--- src/hw/rtl/art_pkg.sv ---
// Shared types, request and status codes for the address region table.
package art_pkg;

  // Default table depth
  localparam int ENTRIES_DEF = 64;

  // Request types
  localparam logic [1:0] REQ_INSERT = 2'd0;
  localparam logic [1:0] REQ_LOOKUP = 2'd1;
  localparam logic [1:0] REQ_CLEAR  = 2'd2;

  // Result status codes
  localparam logic [1:0] ST_DONE    = 2'd0;
  localparam logic [1:0] ST_DUP     = 2'd1;
  localparam logic [1:0] ST_FULL    = 2'd2;
  localparam logic [1:0] ST_IGNORED = 2'd3;

  typedef struct packed {
    logic [1:0]  req_type;
    logic [63:0] address;
    logic [31:0] region_size;
    logic [15:0] name_tag;
    logic        kernel_image;
    logic        last_address;
  } req_t;

  typedef struct packed {
    logic [1:0]  status;
    logic        found;
    logic [15:0] result_tag;
    logic [63:0] offset;
    logic        last_frame;
  } rsp_t;

  // One stored region
  typedef struct packed {
    logic [63:0] base;
    logic [31:0] length;
    logic [15:0] tag;
  } entry_t;

  // Controller to datapath
  typedef struct packed {
    logic accept;
    logic issue;
    logic scan_end;
    logic emit;
  } cmd_t;

  // Datapath to controller
  typedef struct packed {
    logic need_scan;
    logic more;
    logic pend;
    logic hit;
    logic out_free;
  } stat_t;

endpackage

--- src/hw/rtl/art_ctrl.sv ---
// Controller state machine: accept, scan sequencing and result hand-off.
module art_ctrl (
  input  logic           clk,
  input  logic           rst,
  input  logic           req_valid,
  output logic           req_stall,
  input  art_pkg::stat_t stat,
  output art_pkg::cmd_t  cmd
);

  localparam logic [1:0] S_IDLE = 2'd0;
  localparam logic [1:0] S_SCAN = 2'd1;
  localparam logic [1:0] S_DONE = 2'd2;

  logic [1:0] state;
  logic [1:0] state_next;
  logic       scan_fin;

  // Scan finishes on a match, when nothing is left to read, or when none is needed
  assign scan_fin = !stat.need_scan || stat.hit || (!stat.more && !stat.pend);

  assign req_stall = (state != S_IDLE);

  // Commands
  always_comb begin
    cmd          = '0;
    cmd.accept   = (state == S_IDLE) && req_valid;
    cmd.issue    = (state == S_SCAN) && stat.need_scan && stat.more && !stat.hit;
    cmd.scan_end = (state == S_SCAN) && scan_fin;
    cmd.emit     = (state == S_DONE) && stat.out_free;
  end

  // Next state
  always_comb begin
    state_next = state;
    case (state)
      S_IDLE: begin
        if (req_valid) state_next = S_SCAN;
      end
      S_SCAN: begin
        if (scan_fin) state_next = S_DONE;
      end
      S_DONE: begin
        if (stat.out_free) state_next = S_IDLE;
      end
      default: state_next = S_IDLE;
    endcase
  end

  always_ff @(posedge clk) begin
    if (rst) begin
      state <= S_IDLE;
    end else begin
      state <= state_next;
    end
  end

endmodule

--- config.mk ---
export PLATFORM = sky130hd
export DESIGN_NAME = art_ctrl
export DESIGN_NICKNAME = d
export VERILOG_FILES = /design/src/hw/rtl/art_pkg.sv /design/src/hw/rtl/art_ctrl.sv
export SDC_FILE = /design/constraint.sdc
export NUM_CORES = 1
export LEC_CHECK = 0
export ABC_CLOCK_PERIOD_IN_PS = 1600
export BUFFER_PORTS_ARGS = -buffer_cell sky130_fd_sc_hd__buf_2
export CELL_PAD_IN_SITES_DETAIL_PLACEMENT = 1
export CELL_PAD_IN_SITES_GLOBAL_PLACEMENT = 1
export CORE_AREA = 2 2 39 41
export CTS_BUF_LIST = sky130_fd_sc_hd__clkbuf_2
export CTS_CLUSTER_DIAMETER = 40
export DETAILED_ROUTE_END_ITERATION = 6
export DIE_AREA = 0 0 41 43
export PLACE_DENSITY = 0.4
export SYNTH_ARGS = -nofsm -noshare
export SYNTH_HDL_FRONTEND = slang
export SYNTH_SLANG_ARGS = --single-unit
--- constraint.sdc ---
create_clock -name clk -period 1.6 [get_ports clk]
set_clock_uncertainty 0.2 [all_clocks]
set_input_delay 0.08 -clock clk [delete_from_list [all_inputs] [get_ports clk]]
set_output_delay 0.08 -clock clk [all_outputs]
set_load 0.1 [all_outputs]
# Word-level counts from Yosys, hierarchy flattened
# Cells that the tools add are included.
totals:
  ff_bits: 2
  inputBits: 8
  word_cells: 26
op_classes:
  eq_ne: 5
  n_mux: 4
  reduce_logical: 16
op_table:
  columns: ["operator", "count"]
  rows:
  - ["$logic_and A1 B1 Y1", 7]
  - ["$mux W2", 3]
  - ["$ne A2 B2 Y1 const B", 3]
  - ["$pmux W2 S3", 1]
  - ["$logic_not A1 Y1", 4]
  - ["$reduce_and A3 Y1", 1]
  - ["$eq A2 B1 Y1 const B", 1]
  - ["$eq A2 B2 Y1 const B", 1]
  - ["$logic_not A2 Y1", 1]
  - ["$logic_or A1 B1 Y1", 2]
  - ["$reduce_bool A2 Y1", 1]

# Longest topological paths before layout
logic_depth:
  ltp_word: 5
  depth_mapped: 3
  depth_no_buf: 3

# Least setup slack after synthesis
# No wires, ideal clock.
synth_path:
  path_type: "flip-flop to output port"
  start: "register state[0]"
  end: "output cmd[1] (netlist bit)"
  t_arrival_ps: 2622
  path_slack_ps: -1302
  stages_incl_launch_ff: 2
  path_buffers: 0
  path_cell_list: "dfxtp_1 nor3b_1"
synth_lines:
  columns: ["element", "line", "text"]
  rows:
  - ["start, declared", "art_ctrl.sv:15", "logic [1:0] state;"]
  - ["start signal, assigned", "art_ctrl.sv:54", "state <= state_next;"]
  - ["end, declared", "art_ctrl.sv:8", "output art_pkg::cmd_t cmd"]

==> flow_metrics.env <==
export IMPL_path_clk_slew_ns=0.03
export IMPL_clock_latency_ns=0.19
export IMPL_drt_iter0_drc=1
export IMPL_cts_root_buffer="clkbuf_2"
export IMPL_fin_ws_ns=0.0990
export IMPL_clockBufferDepth=2
export IMPL_tns_ns=0
export IMPL_fillers=168
export IMPL_rsz0062_at_grt="false"
export IMPL_worstPathArrival_ns=1.22
export IMPL_r2r_cells=2
export IMPL_cts_hold_buf=1
export IMPL_mostFrequentLayoutCells="buf_2, buf_12, clkbuf_2"
export IMPL_coreArea_sq_um=1380
export IMPL_slew_headroom=0.840
export IMPL_start_util=0.0949
export IMPL_synthXorXnorAreaFrac=0
export IMPL_cts_buffers=3
export IMPL_final_nets=43
export IMPL_ant_nets=0
export IMPL_met2_usage=0.106
export IMPL_cp_top_family="simple AND/OR/NAND/NOR gates"
export IMPL_status="complete, no violations"
export IMPL_synthAdderAreaFrac=0
export IMPL_synth_area_sq_um=131
export IMPL_htreeDepth=1
export IMPL_synth_warnings=0
export IMPL_synthMuxAreaShare=0
export IMPL_grt_pass1_wl_um=786
export IMPL_detailroute_via_count=190
export IMPL_use_met1=0.0732
export IMPL_syn_nets=25
export IMPL_maxCapViolCount=0
export IMPL_grt_max_degree=9
export IMPL_synth_simple_area_share=0.505
export IMPL_grt_busiest_layer="met2"
export IMPL_syn_to_final_growth_pct=149
export IMPL_grt_pass1_vias=209
export IMPL_die_area_sq_um=1760
export IMPL_fin_crit_ns=1.50
export IMPL_setup_violations_final=0
export IMPL_hold_violations=0
export IMPL_ir_drop_mv=0.210
export IMPL_tightestPinTransition_ns=0.238
export IMPL_layout_commonest_cell="buf_2"
export IMPL_report_final_slew_viol_count=0
export IMPL_finalWirelength_um=489
export IMPL_port_buffer_count=12
export IMPL_cp_required_ns=1.32
export IMPL_holdPathStages=4
export IMPL_die_h_um=43
export IMPL_n_antenna_cell=0
export IMPL_post_cts_buffers=0
export IMPL_crit_chain="or2_2 -> nor2_4 -> buf_12"
export IMPL_tritoncts="done"
export IMPL_wl_per_cell_um=9.98
export IMPL_critPathKind="reg -> out"
export IMPL_slowest_delay_ns=0.37
export IMPL_die_x_um=41
export IMPL_synth_avg_cell_area_sq_um=7.73
export IMPL_cp_start_kind="flip-flop"
export IMPL_crit_fanout=8
export IMPL_power_density_nw_per_um2=852
export IMPL_p_leak_nw=0.146
export IMPL_largest_reg_flops=2
export IMPL_ys_ff_latch=2
export IMPL_largestRegisters="state x2"
export IMPL_ioPinCount=13
export IMPL_gr_usage_met3=0.0157
export IMPL_synth_cells=17
export IMPL_gr_total_overflow=0
export IMPL_critPathBufInv=1
export IMPL_place_ws_ns=0.290
export IMPL_drc=0
export IMPL_synth_compound_area_frac=0.162
export IMPL_ys_types=13
export IMPL_grt_use_total=0.0691
export IMPL_hold_path_class="in -> reg"
export IMPL_antenna_found_initial=0
export IMPL_crit_slowest_cell="or2_2"
export IMPL_synth_top_family_by_area="simple AND/OR/NAND/NOR gates"
export IMPL_rows=14
export IMPL_gp_congestion=0.541
export IMPL_fin_crit_sh=0.938
export IMPL_max_freq_ghz=0.666
export IMPL_regMostFlops="state"
export IMPL_cts_resized=0
export IMPL_routed_via_density=3.88
export IMPL_crit_path_end_kind="output port"
export IMPL_ys_seq_area_frac=0.305
export IMPL_cts_sinks=2
export IMPL_first_pass_iters=2
export IMPL_drive_above_1_share=0.636
export IMPL_path_depth=3
-- metrics by stage --
step           utilization  cells  instance area [sq um]  hold slack [ns]  power [mW]
4_1_cts              0.236     49                    327           0.0179       0.287
3_5_place_dp         0.218     45                    302            0.206       0.200
3_3_place_gp         0.218     45                    302            0.176       0.198
2_1_floorplan            -     17                    146           0.0643       0.145
6_report             0.236     49                    327           0.0259       0.278
5_1_grt              0.236     49                    327           0.0424       0.297
-- layout make-up --
type	count	area (sq um)	share of cell area
flip-flops and latches	2	40.0	0.123
repair buffers	13	145	0.444
multi-input cells	14	103	0.314
inverters	1	3.75	0.0115
clock buffers	3	15.0	0.0460
well taps	16	20.0	0.0613
-- where the power goes --
group,switching [mW],internal [mW]
combinational,0.0869,0.0520
clock,0.0290,0.0497
sequential,0.00678,0.0540
-- path summary, 6_finish.rpt --
kind                                 end  slack (ns)  startpoint
worst min-delay path            state[1]        0.03         rst
worst max-delay path              cmd[3]         0.1    state[0]
worst max register to register  state[1]        0.34    state[0]
worst min register to register  state[1]        0.37    state[0]
-- metal layers --
metal | part of all wire | up-vias
met4 | 0 | 0
met1 | 0.41 | 82
met3 | 0.12 | 0
met2 | 0.47 | 13
li1 | - | 95
met5 | 0 | -
-- cell usage after synthesis --
cell type,count,area [sq um]
nor3b_1,1,7.51
nor4_1,1,6.26
nor2_1,3,11.3
inv_1,1,3.75
dfxtp_1,2,40.0
or2_2,1,6.26
or4b_1,1,10.0
nor2b_1,1,6.26
o21a_1,1,7.51
and4b_2,1,11.3
nand2_1,2,7.51
o21ai_0,1,5.00
a31o_2,1,8.76
-- cell families after synthesis --
logic type	Yosys count
simple gates	11
compound gates	3
flops	2
buf+inv	1
-- worst register-to-register path, cell delays in order, from the launching register on --
cell	delay (ns)
dfxtp_1	0.36
or4b_1	0.54
o21ai_0	0.09
Power figures use the tool's default switching activity.
